--- src/rtl/tte_pkg.sv ---
// ----------------------------------------------------------------------------
// tte_pkg
// Shared types, constants and character helpers for the timestamp text to
// epoch seconds unit.
// ----------------------------------------------------------------------------
`timescale 1ns / 1ps
`default_nettype none

package tte_pkg;

  // Number of token slots: year, day, hour, minute, second, millisecond
  localparam int unsigned MaxFields = 6;
  localparam int unsigned FieldIdxW = $clog2(MaxFields);

  // Keyword tracking: 0..7 chars matched, KwFail once no match is possible
  localparam logic [3:0] KwLen  = 4'd7;
  localparam logic [3:0] KwFail = 4'd8;

  // Calendar constants
  localparam logic [16:0] EpochYear   = 17'd1970;
  localparam logic [16:0] CenturyBase = 17'd1900;
  localparam logic [15:0] MaxDay      = 16'd366;
  localparam logic [15:0] MaxHour     = 16'd23;
  localparam logic [15:0] MaxMinSec   = 16'd59;
  localparam logic [15:0] MaxMillis   = 16'd999;
  // Leap days in years 1..1969
  localparam logic [15:0] LeapsBefore = 16'd477;
  // ceil(2^24 / 100): exact floor(x / 100) for every x below 2^17
  localparam logic [17:0] Recip100    = 18'd167773;
  localparam int unsigned Recip100Sh  = 24;
  localparam logic [37:0] PresentSecs = 38'd2147483647;

  typedef enum logic [1:0] {
    StatusOk      = 2'd0,
    StatusCount   = 2'd1,
    StatusRange   = 2'd2,
    StatusPresent = 2'd3
  } status_e;

  // Parsed fields handed from the character parser to the epoch arithmetic
  typedef struct packed {
    logic                        kw_hit;
    logic                        bad_count;
    logic [2:0]                  count;
    logic [1:0]                  first_len;
    logic [MaxFields-1:0][15:0]  values;
  } fields_t;

  // Token separators: - / . : ( ) , ;
  function automatic logic is_delim(input logic [7:0] c);
    return (c == 8'h2d) || (c == 8'h2f) || (c == 8'h2e) || (c == 8'h3a) ||
           (c == 8'h28) || (c == 8'h29) || (c == 8'h2c) || (c == 8'h3b);
  endfunction

  // Lower-case letters of the keyword "present"
  function automatic logic [7:0] kw_char(input logic [2:0] idx);
    logic [7:0] ch;
    case (idx)
      3'd0:    ch = 8'h70;
      3'd1:    ch = 8'h72;
      3'd2:    ch = 8'h65;
      3'd3:    ch = 8'h73;
      3'd4:    ch = 8'h65;
      3'd5:    ch = 8'h6e;
      3'd6:    ch = 8'h74;
      default: ch = 8'h00;
    endcase
    return ch;
  endfunction

endpackage

`default_nettype wire

--- src/rtl/tte_parser.sv ---
// ----------------------------------------------------------------------------
// tte_parser
// Per-character tokenizer: splits on delimiters, accumulates leading digits
// of each token with saturation, tracks the keyword match, and hands the
// field set to the arithmetic on the final character.
// ----------------------------------------------------------------------------
`timescale 1ns / 1ps
`default_nettype none

module tte_parser (
  input  wire logic            clk_i,
  input  wire logic            rst_ni,
  input  wire logic            in_valid_i,
  output logic                 in_ready_o,
  input  wire logic [7:0]      char_code_i,
  input  wire logic            last_char_i,
  output logic                 fld_valid_o,
  input  wire logic            fld_ready_i,
  output tte_pkg::fields_t     fld_o
);
  import tte_pkg::*;

  logic [2:0]  fc_q, fc_d;
  logic        in_tok_q, in_tok_d;
  logic        dstop_q, dstop_d;
  logic [1:0]  ftl_q, ftl_d;
  logic        tmf_q, tmf_d;
  logic [3:0]  kw_q, kw_d;
  logic [MaxFields-1:0][15:0] fv_q, fv_d;

  logic        fld_valid_q;
  fields_t     fld_q;

  logic        accept;
  logic [7:0]  lower;
  logic        new_tok;
  logic        is_digit;
  logic [FieldIdxW-1:0] idx;
  logic [15:0] cur;
  logic [19:0] acc;

  // Hand-off slot is free when empty or being drained this cycle
  assign in_ready_o = !fld_valid_q || fld_ready_i;
  assign accept     = in_valid_i && in_ready_o;

  // Next tokenizer state for the current character
  always_comb begin
    fc_d     = fc_q;
    in_tok_d = in_tok_q;
    dstop_d  = dstop_q;
    ftl_d    = ftl_q;
    tmf_d    = tmf_q;
    fv_d     = fv_q;
    new_tok  = 1'b0;
    idx      = '0;
    cur      = '0;
    acc      = '0;

    lower    = ((char_code_i >= 8'h41) && (char_code_i <= 8'h5a)) ?
               char_code_i + 8'd32 : char_code_i;
    is_digit = (char_code_i >= 8'h30) && (char_code_i <= 8'h39);

    // Case-insensitive keyword tracking
    if ((kw_q < KwLen) && (lower == kw_char(kw_q[2:0]))) begin
      kw_d = kw_q + 4'd1;
    end else begin
      kw_d = KwFail;
    end

    if (is_delim(char_code_i)) begin
      in_tok_d = 1'b0;
    end else begin
      new_tok = !in_tok_q;
      if (new_tok) begin
        in_tok_d = 1'b1;
        dstop_d  = 1'b0;
        if (fc_q < 3'(MaxFields)) begin
          fc_d = fc_q + 3'd1;
        end else begin
          tmf_d = 1'b1;
        end
      end
      if (!tmf_d) begin
        if ((fc_d == 3'd1) && (ftl_q != 2'd3)) begin
          ftl_d = ftl_q + 2'd1;
        end
        idx = FieldIdxW'(fc_d - 3'd1);
        cur = new_tok ? 16'd0 : fv_q[idx];
        // value * 10 + digit, saturating at 16 bits
        acc = 20'({cur, 3'b000}) + 20'({cur, 1'b0}) + 20'(char_code_i[3:0]);
        if (!dstop_d && is_digit) begin
          fv_d[idx] = (|acc[19:16]) ? 16'hffff : acc[15:0];
        end else begin
          dstop_d   = 1'b1;
          fv_d[idx] = cur;
        end
      end
    end
  end

  // Control state; cleared after the final character
  always_ff @(posedge clk_i or negedge rst_ni) begin
    if (!rst_ni) begin
      fc_q     <= '0;
      in_tok_q <= 1'b0;
      dstop_q  <= 1'b0;
      ftl_q    <= '0;
      tmf_q    <= 1'b0;
      kw_q     <= '0;
    end else if (accept) begin
      if (last_char_i) begin
        fc_q     <= '0;
        in_tok_q <= 1'b0;
        dstop_q  <= 1'b0;
        ftl_q    <= '0;
        tmf_q    <= 1'b0;
        kw_q     <= '0;
      end else begin
        fc_q     <= fc_d;
        in_tok_q <= in_tok_d;
        dstop_q  <= dstop_d;
        ftl_q    <= ftl_d;
        tmf_q    <= tmf_d;
        kw_q     <= kw_d;
      end
    end
  end

  // Token values: only read after a token has written its slot
  always_ff @(posedge clk_i) begin
    if (accept) begin
      fv_q <= fv_d;
    end
  end

  // Hand-off request valid
  always_ff @(posedge clk_i or negedge rst_ni) begin
    if (!rst_ni) begin
      fld_valid_q <= 1'b0;
    end else if (in_ready_o) begin
      fld_valid_q <= accept && last_char_i;
    end
  end

  // Hand-off payload
  always_ff @(posedge clk_i) begin
    if (accept && last_char_i) begin
      fld_q.kw_hit    <= (kw_d == KwLen);
      fld_q.bad_count <= tmf_d || (fc_d == 3'd0);
      fld_q.count     <= fc_d;
      fld_q.first_len <= ftl_d;
      fld_q.values    <= fv_d;
    end
  end

  assign fld_valid_o = fld_valid_q;
  assign fld_o       = fld_q;

  // Checks
  a_count_bound: assert property (@(posedge clk_i) disable iff (!rst_ni)
    fc_q <= 3'(MaxFields))
    else $error("field count above slot count");

  a_first_len_needs_token: assert property (@(posedge clk_i) disable iff (!rst_ni)
    (ftl_q != 2'd0) |-> (fc_q != 3'd0))
    else $error("first token length without a token");

  a_kw_bound: assert property (@(posedge clk_i) disable iff (!rst_ni)
    kw_q <= KwFail)
    else $error("keyword progress out of range");

  a_clear_after_last: assert property (@(posedge clk_i) disable iff (!rst_ni)
    (accept && last_char_i) |=>
      (fc_q == 3'd0) && (kw_q == 4'd0) && !in_tok_q && !tmf_q && fld_valid_q)
    else $error("state not cleared after final character");

endmodule

`default_nettype wire

--- src/rtl/tte_epoch_calc.sv ---
// ----------------------------------------------------------------------------
// tte_epoch_calc
// Three-stage arithmetic: defaults and range checks, leap-day count and day
// total, then seconds and overflow check into the result register.
// ----------------------------------------------------------------------------
`timescale 1ns / 1ps
`default_nettype none

module tte_epoch_calc (
  input  wire logic              clk_i,
  input  wire logic              rst_ni,
  input  wire logic              fld_valid_i,
  output logic                   fld_ready_o,
  input  wire tte_pkg::fields_t  fld_i,
  output logic                   out_valid_o,
  input  wire logic              out_ready_i,
  output tte_pkg::status_e       status_o,
  output logic [37:0]            epoch_seconds_o,
  output logic [9:0]             millis_o
);
  import tte_pkg::*;

  // Stage handshake
  logic out_free, s3_free, s2_free;
  logic s2_valid_q, s3_valid_q, out_valid_q;

  // Stage 2 signals
  logic [16:0] yr, x, yd;
  logic [15:0] da, hr, mn, sc, mv;
  logic        range_bad;
  status_e     st2;
  logic [34:0] prod;
  logic [16:0] tod;

  status_e     s2_status_q;
  logic [34:0] s2_prod_q;
  logic [16:0] s2_x_q, s2_yd_q, s2_tod_q;
  logic [8:0]  s2_da_q;
  logic [9:0]  s2_mv_q;

  // Stage 3 signals
  logic [9:0]  q100;
  logic [15:0] leaps;
  logic [24:0] days;

  status_e     s3_status_q;
  logic [24:0] s3_days_q;
  logic [16:0] s3_tod_q;
  logic [9:0]  s3_mv_q;

  // Output stage signals
  logic [41:0] tsec;
  status_e     st_out;
  logic [37:0] secs_out;
  logic [9:0]  ms_out;

  status_e     status_q;
  logic [37:0] secs_q;
  logic [9:0]  ms_q;

  assign out_free    = !out_valid_q || out_ready_i;
  assign s3_free     = !s3_valid_q || out_free;
  assign s2_free     = !s2_valid_q || s3_free;
  assign fld_ready_o = s2_free;

  // Defaults for missing fields, range checks, reciprocal multiply for /100
  always_comb begin
    yr = {1'b0, fld_i.values[0]} + ((fld_i.first_len == 2'd2) ? CenturyBase : 17'd0);
    da = (fld_i.count >= 3'd2) ? fld_i.values[1] : 16'd1;
    hr = (fld_i.count >= 3'd3) ? fld_i.values[2] : 16'd0;
    mn = (fld_i.count >= 3'd4) ? fld_i.values[3] : 16'd0;
    sc = (fld_i.count >= 3'd5) ? fld_i.values[4] : 16'd0;
    mv = (fld_i.count >= 3'd6) ? fld_i.values[5] : 16'd0;

    range_bad = (yr < EpochYear) || (da == 16'd0) || (da > MaxDay) ||
                (hr > MaxHour) || (mn > MaxMinSec) || (sc > MaxMinSec) ||
                (mv > MaxMillis);

    if (fld_i.kw_hit) begin
      st2 = StatusPresent;
    end else if (fld_i.bad_count) begin
      st2 = StatusCount;
    end else if (range_bad) begin
      st2 = StatusRange;
    end else begin
      st2 = StatusOk;
    end

    x    = yr - 17'd1;
    yd   = yr - EpochYear;
    prod = 35'(x) * 35'(Recip100);
    tod  = 17'(hr[4:0]) * 17'd3600 + 17'(mn[5:0]) * 17'd60 + 17'(sc[5:0]);
  end

  // Leap days since 1970 and total day count
  always_comb begin
    q100  = s2_prod_q[Recip100Sh+9:Recip100Sh];
    leaps = {1'b0, s2_x_q[16:2]} - 16'(q100) + 16'(q100[9:2]) - LeapsBefore;
    days  = 25'(s2_yd_q) * 25'd365 + 25'(leaps) + 25'(s2_da_q) - 25'd1;
  end

  // Seconds, overflow check and error masking
  always_comb begin
    tsec     = 42'(s3_days_q) * 42'd86400 + 42'(s3_tod_q);
    st_out   = s3_status_q;
    secs_out = '0;
    ms_out   = '0;
    case (s3_status_q)
      StatusOk: begin
        if (|tsec[41:38]) begin
          st_out = StatusRange;
        end else begin
          secs_out = tsec[37:0];
          ms_out   = s3_mv_q;
        end
      end
      StatusPresent: begin
        secs_out = PresentSecs;
      end
      default: begin
        secs_out = '0;
      end
    endcase
  end

  // Stage valid bits
  always_ff @(posedge clk_i or negedge rst_ni) begin
    if (!rst_ni) begin
      s2_valid_q  <= 1'b0;
      s3_valid_q  <= 1'b0;
      out_valid_q <= 1'b0;
    end else begin
      if (s2_free) begin
        s2_valid_q <= fld_valid_i;
      end
      if (s3_free) begin
        s3_valid_q <= s2_valid_q;
      end
      if (out_free) begin
        out_valid_q <= s3_valid_q;
      end
    end
  end

  // Stage payloads
  always_ff @(posedge clk_i) begin
    if (s2_free && fld_valid_i) begin
      s2_status_q <= st2;
      s2_prod_q   <= prod;
      s2_x_q      <= x;
      s2_yd_q     <= yd;
      s2_tod_q    <= tod;
      s2_da_q     <= da[8:0];
      s2_mv_q     <= mv[9:0];
    end
    if (s3_free && s2_valid_q) begin
      s3_status_q <= s2_status_q;
      s3_days_q   <= days;
      s3_tod_q    <= s2_tod_q;
      s3_mv_q     <= s2_mv_q;
    end
    if (out_free && s3_valid_q) begin
      status_q <= st_out;
      secs_q   <= secs_out;
      ms_q     <= ms_out;
    end
  end

  assign out_valid_o     = out_valid_q;
  assign status_o        = status_q;
  assign epoch_seconds_o = secs_q;
  assign millis_o        = ms_q;

  // Checks
  a_err_no_millis: assert property (@(posedge clk_i) disable iff (!rst_ni)
    (out_valid_q && (status_q != StatusOk)) |-> (ms_q == 10'd0))
    else $error("millis nonzero on non-ok result");

  a_present_secs: assert property (@(posedge clk_i) disable iff (!rst_ni)
    (out_valid_q && (status_q == StatusPresent)) |-> (secs_q == PresentSecs))
    else $error("keyword result has wrong seconds");

  a_millis_range: assert property (@(posedge clk_i) disable iff (!rst_ni)
    out_valid_q |-> (ms_q <= 10'd999))
    else $error("millis out of range");

  a_s3_moves: assert property (@(posedge clk_i) disable iff (!rst_ni)
    (s3_valid_q && out_free) |=> out_valid_q)
    else $error("stage 3 request lost");

endmodule

`default_nettype wire

--- src/rtl/timestamp_text_to_epoch_unit.sv ---
// ----------------------------------------------------------------------------
// timestamp_text_to_epoch_unit
// Parses "yyyy:ddd-hh:mm:ss:msc" one character per request and returns a
// status, seconds since 1970 and milliseconds on the final character.
//
//   channel  | direction | handshake              | payload
//   ---------+-----------+------------------------+------------------------------
//   in       | input     | in_valid_i/in_ready_o  | char_code_i, last_char_i
//   out      | output    | out_valid_o/out_ready_i| status_o, epoch_seconds_o,
//            |           |                        | millis_o
//
// One character is taken every cycle while the stages are not backed up; one
// result follows each final character. A result passes through the hand-off
// register, check stage, day-count stage and result register after its final
// character is accepted; the last stage holds the 25x17 seconds multiply.
// Reset clears the tokenizer and all stage valid bits; no clearing pass.
// A stalled output backs up through the stages; once a finished request waits
// in the hand-off register, every character is held off until it moves on.
// ----------------------------------------------------------------------------
`timescale 1ns / 1ps
`default_nettype none

module timestamp_text_to_epoch_unit (
  input  wire logic        clk_i,
  input  wire logic        rst_ni,
  input  wire logic        in_valid_i,
  output logic             in_ready_o,
  input  wire logic [7:0]  char_code_i,
  input  wire logic        last_char_i,
  output logic             out_valid_o,
  input  wire logic        out_ready_i,
  output logic [1:0]       status_o,
  output logic [37:0]      epoch_seconds_o,
  output logic [9:0]       millis_o
);
  import tte_pkg::*;

  logic    fld_valid;
  logic    fld_ready;
  fields_t fld;
  status_e status;

  // Character tokenizer
  tte_parser u_parser (
    .clk_i       (clk_i),
    .rst_ni      (rst_ni),
    .in_valid_i  (in_valid_i),
    .in_ready_o  (in_ready_o),
    .char_code_i (char_code_i),
    .last_char_i (last_char_i),
    .fld_valid_o (fld_valid),
    .fld_ready_i (fld_ready),
    .fld_o       (fld)
  );

  // Epoch arithmetic pipeline
  tte_epoch_calc u_calc (
    .clk_i           (clk_i),
    .rst_ni          (rst_ni),
    .fld_valid_i     (fld_valid),
    .fld_ready_o     (fld_ready),
    .fld_i           (fld),
    .out_valid_o     (out_valid_o),
    .out_ready_i     (out_ready_i),
    .status_o        (status),
    .epoch_seconds_o (epoch_seconds_o),
    .millis_o        (millis_o)
  );

  assign status_o = 2'(status);

endmodule

`default_nettype wire

--- config.mk ---
export PLATFORM = sky130hd
export DESIGN_NAME = timestamp_text_to_epoch_unit
export DESIGN_NICKNAME = d
export VERILOG_FILES = /design/src/rtl/tte_pkg.sv /design/src/rtl/tte_parser.sv /design/src/rtl/tte_epoch_calc.sv /design/src/rtl/timestamp_text_to_epoch_unit.sv
export SDC_FILE = /design/constraint.sdc
export NUM_CORES = 2
export LEC_CHECK = 0
export ABC_AREA = 1
export ABC_CLOCK_PERIOD_IN_PS = 7700
export CORE_ASPECT_RATIO = 0.75
export CORE_MARGIN = 2
export CORE_UTILIZATION = 55
export DETAILED_ROUTE_END_ITERATION = 8
export DONT_BUFFER_PORTS = 1
export PLACE_DENSITY = 0.78
export SETUP_SLACK_MARGIN = 0.05
export SYNTH_ARGS = -nofsm -noshare
export SYNTH_HDL_FRONTEND = slang
export SYNTH_SLANG_ARGS = --single-unit
--- constraint.sdc ---
create_clock -name clk_i -period 7.7 [get_ports clk_i]
set_input_delay 1.54 -clock clk_i [delete_from_list [all_inputs] [get_ports clk_i]]
set_output_delay 1.54 -clock clk_i [all_outputs]
set_load 0.1 [all_outputs]
---- After elaboration in Yosys (flattened, before gate mapping) ----
Index checks and enable logic that the tools add are counted.
storage, ports and cells
  bits in latches ......................... 0
  input port bits ......................... 13
  bits in read-only memories .............. 0
  memory bits (writable) .................. 0
  memories ................................ 0
  logic and storage cells ................. 199
  register bits after elaboration ......... 425
  output and inout port bits .............. 52
cells by class
  bitwise gates (word level) .............. 1
  add/sub/neg operators ................... 19
  order comparisons ....................... 19
  shift operators ......................... 0
  multiply operators ...................... 5
  divide/modulo/power cells ............... 0
  eq/ne operators ......................... 21
  muxes and demuxes ....................... 49
  reduce and logical (&&, ||, !) cells .... 44
operators with widths
  operator                                                         number
  two-way mux 96 bit                                               3
  bitwise mux 96 bit                                               2
  two-way mux 16 bit                                               9
  case mux 38 bit (2 select lines)                                 1
  == test 8 x 6 -> 1 bit (second input constant)                   8
  binary-select mux 16 bit (select 3 bit)                          1
  demux 16 bit (select 3 bit)                                      1
  adder 42 x 17 -> 42 bit                                          1
  case mux 7 bit (6 select lines)                                  1
  two-way mux 38 bit                                               1
  multiplier 25 x 10 -> 35 bit (second input constant)             1
  multiplier 17 x 18 -> 34 bit (second input constant)             1
  greater-than comparator 16 x 6 -> 1 bit (second input constant)  2
  adder 25 x 16 -> 25 bit                                          1
  adder 25 x 9 -> 25 bit                                           1
  multiplier 17 x 9 -> 25 bit (second input constant)              1
  subtractor 25 x 1 -> 25 bit (second input constant)              1
  adder 19 x 17 -> 20 bit                                          1
  adder 20 x 4 -> 20 bit                                           1
  logical OR 1 bit                                                 18
  adder 16 x 17 -> 17 bit                                          1
  adder 17 x 12 -> 17 bit                                          1
  adder 17 x 6 -> 17 bit                                           1
  < comparator 17 x 11 -> 1 bit (second input constant)            1
  48 further kinds                                                 98

---- Logic depth before layout (Yosys ltp) ----
  depth in word-level cells ............... 21
  gate-level depth with buffers ........... 49
  mapped depth without buffers ............ 48

---- Cells and area by module ----
From an unflattened synthesis, not the netlist that was laid out.
unflattened totals
  cell total of the unflattened synthesis .. 4,632
  area total of the unflattened synthesis .. 39,505.4 sq um
modules (own cells, without submodules)
  module          area each (sq um)  cells each  times used  seq. area each (sq um)
  tte_epoch_calc  27,167.3           3,215       1           5,600.4
  tte_parser      12,338.1           1,417       1           6,301.0

---- Worst setup path before layout ----
Ideal clock, no wire load.
  kind .................................... input to register
  start point ............................. in out_ready_i
  end point ............................... reg u_parser.dstop_q
  stages on the path ...................... 11
  required time ........................... 7.330 ns
  buffers on the path ..................... 0
  setup time .............................. 0.370 ns
  slack ................................... -0.314 ns
  data arrival time ....................... 7.645 ns
  path through ............................ nor2_1 > inv_1 > nor2_1 > inv_1 > nor2_1 > inv_1 > nor2_1 > inv_1 > nand2_1 > nor2_1 > o32ai_1
between the ends
  cells in the longest elaborated chain, start to end .. 6
ends and longest elaborated chain
  element                        line                                RTL
  start: declaration             timestamp_text_to_epoch_unit.sv:31  input wire logic out_ready_i,
  logical OR 1 bit               tte_epoch_calc.sv:61                assign out_free = !out_valid_q || out_ready_i;
  logical OR 1 bit               tte_epoch_calc.sv:62                assign s3_free = !s3_valid_q || out_free;
  logical OR 1 bit               tte_epoch_calc.sv:63                assign s2_free = !s2_valid_q || s3_free;
  logical OR 1 bit               tte_parser.sv:43                    assign in_ready_o = !fld_valid_q || fld_ready_i;
  named net in_ready_o           timestamp_text_to_epoch_unit.sv:27  output logic in_ready_o,
  logical AND 1 bit              tte_parser.sv:44                    assign accept = in_valid_i && in_ready_o;
  AND reduction 2 bit (no line)  n/a
  end signal: assignment         tte_parser.sv:121                   dstop_q <= dstop_d;
  end: declaration               tte_parser.sv:25                    logic dstop_q, dstop_d;
The timed path passes the listed nets, and every way through them passes these cells.
A chain may end at the register's enable or synchronous reset.

---- Worst setup path after layout ----
  start point ............................. reg u_parser.fld_q (netlist bit u_parser.fld_o[97])
  end point ............................... reg u_calc.s2_prod_q[31], data pin
between the ends
  cells in the longest elaborated chain, start to end .. 5
ends and longest elaborated chain
  element                       line                   RTL
  start: declaration            tte_parser.sv:32       fields_t fld_q;
  == test 2 bit                 tte_epoch_calc.sv:68   yr = {1'b0, fld_i.values[0]} + ((fld_i.first_len == 2'd2) ? CenturyBase : 17'd0);
  two-way mux 11 bit            tte_epoch_calc.sv:68
  adder 16 x 17 -> 17 bit       tte_epoch_calc.sv:68
  subtractor 17 x 1 -> 17 bit   tte_epoch_calc.sv:89   x = yr - 17'd1;
  named net u_calc.x[15]        tte_epoch_calc.sv:28   logic [16:0] yr, x, yd;
  multiplier 17 x 18 -> 34 bit  tte_epoch_calc.sv:91   prod = 35'(x) * 35'(Recip100);
  named net u_calc.prod[31]     tte_epoch_calc.sv:32   logic [34:0] prod;
  end signal: assignment        tte_epoch_calc.sv:149  s2_prod_q <= prod;
  end: declaration              tte_epoch_calc.sv:36   logic [34:0] s2_prod_q;
The timed path passes the listed nets, and every way through them passes these cells.

==> reports/metrics.csv <==
stage;metric;value;unit
critical_path;Setup CP Type;reg -> reg;
global_route;largest net degree at the start of global routing;69;
clocking;total CTS buffers;44;
hold_path;Endpoint, Worst Hold;u_calc.s3_mv_q[1];
die;Rows;84;
yosys;post-synth top area share;29.6;%
sta;total negative slack;0;ns
die;Initial Utilization;55.5;%
critical_path;worst reg2reg setup slack;0.20;ns
yosys;top_reg_cell synth;edfxtp_1;
yosys;Cells after Synth;4344;
yosys;compound-gate portion of the synthesized area;9.70;%
clocking;Clock transition at path regs;0.06;ns
sta;period utilization;97.4;%
routing;DR iter-0 viols;2456;
critical_path;CP Data Required Time;8.04;ns
routing;metal1 wirelength;41900;um
sta;skew final;0.0227;ns
clocking;Bufs on Longest Clock Path;3;
routing;Post-Route WL;93900;um
routing;1st-pass router iterations;8;
finish;post-layout util;61.8;%
critical_path;CP Data Arrival Time;7.85;ns
sta;Final Hold Viols;0;
yosys;Post-synth top cells;inv_1 (1098), nand2_1 (726), ha_1 (465);
yosys;syn_nets;5111;
yosys;Post-Synth Simple-Gate Area;14.4;%
critical_path;Worst path most repeated cell;nand2_2;
critical_path;peak per-stage delay on the critical path;0.53;ns
yosys;largest family of logic cells by synthesized area;adder cells;
sta;final setup vio count;0;
critical_path;Critical Path Start Type;register;
yosys;post-synthesis cell type count;67;
clocking;Clock Latency Late Sink;0.60;ns
yosys;mux share of post-synthesis cell area;0;%
sta;Final Max Slew Viols;0;
global_route;gr usage total;25.7;%
yosys;Avg Inst Size Synth;8.95;sq um
flow_run;max-cap viol count;0;
yosys;xor/xnor share of the synthesized area;3.51;%
global_route;total gr overflow;0;
yosys;number of enable-type register cells in the synthesized netlist;383;
finish;Net count, final;5279;
hold_path;Hold Path Class;reg -> reg;
global_route;initial antenna violation count;0;
placement;count of buffers from port buffering;0;
critical_path;r2r endpoint;u_calc.s2_prod_q[31];
critical_path;crit path capture type;register;
yosys;Cell Area, Synth;38900;sq um
sta;RSZ-0062 raised after global routing;true;
placement;routability cong.;0.926;
routing;vias per inst;5.38;
hold_path;hold path depth;0;
yosys;share of flip-flops with an asynchronous set or reset;4.01;%
die;die height;234;um
sta;Final WS setup;0.197;ns
finish;fillers;5646;
routing;post-route ant nets;0;
placement;DP HPWL;74000;um
die;CORE AREA;70000;sq um
yosys;synthesized-area fraction occupied by adder cells;29.9;%
yosys;top-count cell post-synth;inv_1;
sta;final worst path period need;7.50;ns
yosys;#FFs+latches synth;399;
finish;Area Overhead vs Synth;11.2;%
yosys;synth top area cells;edfxtp_1 (30%), ha_1 (15%), fa_1 (15%), inv_1 (11%), nand2_1 (7.0%);
routing;met2 routed WL;41600;um
routing;wire per inst;17.1;um
routing;max layer used;met4;
finish;n_diodes;0;
sta;Rel. slew slack;16.7;%
die;Ports;65;
routing;DR vias;29550;
finish;share of cells above drive strength 1;12.8;%
hold_path;Worst Min Path Start;u_calc.s2_mv_q[1];
outcome;status;finished clean;
routing;DRC viols;0;
yosys;Yosys top cell by area;edfxtp_1;
clocking;Root Buffer;clkbuf_16;
die;Die ar.;72800;sq um
sta;f_max;133;MHz
die;Die Span X;311;um
global_route;vias in the first global route;28914;
clocking;clock sink count;399;
global_route;global-route wire length before repair;150000;um
finish;final cell count without fillers;5493;
critical_path;worst r2r src;u_parser.fld_o[97];
critical_path;r2r worst-path depth;46;
clocking;H-tree levels;2;
critical_path;Worst Path Max Fanout;4;
yosys;register area share after synthesis;30.6;%
clocking;CTS tree;done;
routing;Detail Route met3 WL;7690;um
clocking;# hold bufs at CTS;0;
placement;Post-Place Cells;5388;
critical_path;Crit-path slowest cell;fa_1;
sta;pin slew with the least headroom to its limit;1.24;ns
yosys;YS warnings;0;
placement;pre-CTS WS;-0.368;ns
==> stage by stage <==
stage                     hold slack [ns]  cell area [sq um]
after global placement              0.401              41000
after detailed placement            0.405              41000
after global routing                0.419              43200
final                               0.403              43200
after CTS                           0.409              42500
after floorplan                     0.400              38900
==> timing repair <==
| action | CTS | global route |
|---|---|---|
| pin swaps | 19 | 99 |
| buffers inserted | 2 | 21 |
| gates cloned | 0 | 1 |
| gates resized for setup | 23 | 136 |
| endpoints found under the setup margin | 7 | 10 |
==> cells by family after synthesis <==
logic type	after synthesis
adder cells (fa/ha/maj)	754
flip-flops	399
AO/OA/AOI/OAI	587
XOR/XNOR	155
AND/OR/NAND/NOR	1247
buffers and inverters	1202
==> layout make-up <==
cell class	instances	area, sq um	share of cell area [%]
inverter	1131	4250	9.84
timing repair buffer	193	1510	3.49
clock buffer	51	1150	2.66
multi-input combinational	2743	23000	53.2
clock inverter	30	262	0.605
sequential	399	11900	27.5
tap	946	1180	2.74
==> worst max-delay path by stage <==
stage / cells past startpoint / endpoint / start
floorplan: 42 / u_calc.s2_prod_q[32] / u_parser.fld_o[97]
global placement: 43 / u_calc.s2_prod_q[32] / u_parser.fld_o[97]
detailed placement: 43 / u_calc.s2_prod_q[32] / u_parser.fld_o[97]
CTS: 46 / u_calc.s2_prod_q[32] / u_parser.fld_o[97]
global route: 43 / u_calc.s2_prod_q[32] / u_parser.fld_o[96]
finish: 46 / u_calc.s2_prod_q[31] / u_parser.fld_o[97]
==> cell usage in the layout, fill, tap and decap left out, types with 56 or more instances in the layout <==
| cell | count |
|---|---|
| a21oi_1 | 187 |
| xnor2_1 | 56 |
| buf_4 | 181 |
| a22oi_1 | 72 |
| fa_1 | 287 |
| nor2_1 | 194 |
| xor2_1 | 92 |
| edfxtp_1 | 383 |
| inv_1 | 1075 |
| nand3_1 | 87 |
| nand2_1 | 697 |
| o21ai_0 | 81 |
| o211ai_1 | 79 |
| ha_1 | 445 |
==> sequential cells by signal, indices dropped and copies added (netlist names), 2 cells and up <==
signal / cells
u_calc.epoch_seconds_o: 38
u_calc.millis_o: 10
u_calc.s2_da_q: 9
u_calc.s2_mv_q: 10
u_calc.s2_prod_q: 10
u_calc.s2_status_q: 2
u_calc.s2_tod_q: 17
u_calc.s2_x_q: 15
u_calc.s2_yd_q: 17
u_calc.s3_days_q: 25
u_calc.s3_mv_q: 10
u_calc.s3_status_q: 2
u_calc.s3_tod_q: 17
u_calc.status_o: 2
u_parser.fc_q: 3
u_parser.fld_o: 103
u_parser.ftl_q: 2
u_parser.fv_q: 96
u_parser.kw_q: 4
==> per-layer routing <==
layer	GRT usage, %	vias up
met5	0	-
met4	8.00	0
met3	5.00	185
met2	40.4	1125
met1	36.3	13991
li1	-	14249
==> critical path, delay by kind of cell, from the launching register on <==
family                   cells  cell delay (ns)
XOR/XNOR                     1             0.14
AO/OA/AOI/OAI                7             1.06
buffers and inverters       11             0.93
AND/OR/NAND/NOR             17             1.60
flip-flops                   1             0.34
adder cells (fa/ha/maj)     10             3.18
Power is not shown: default switching activity piles up to over one toggle a cycle in this logic, so the estimate is an artifact.
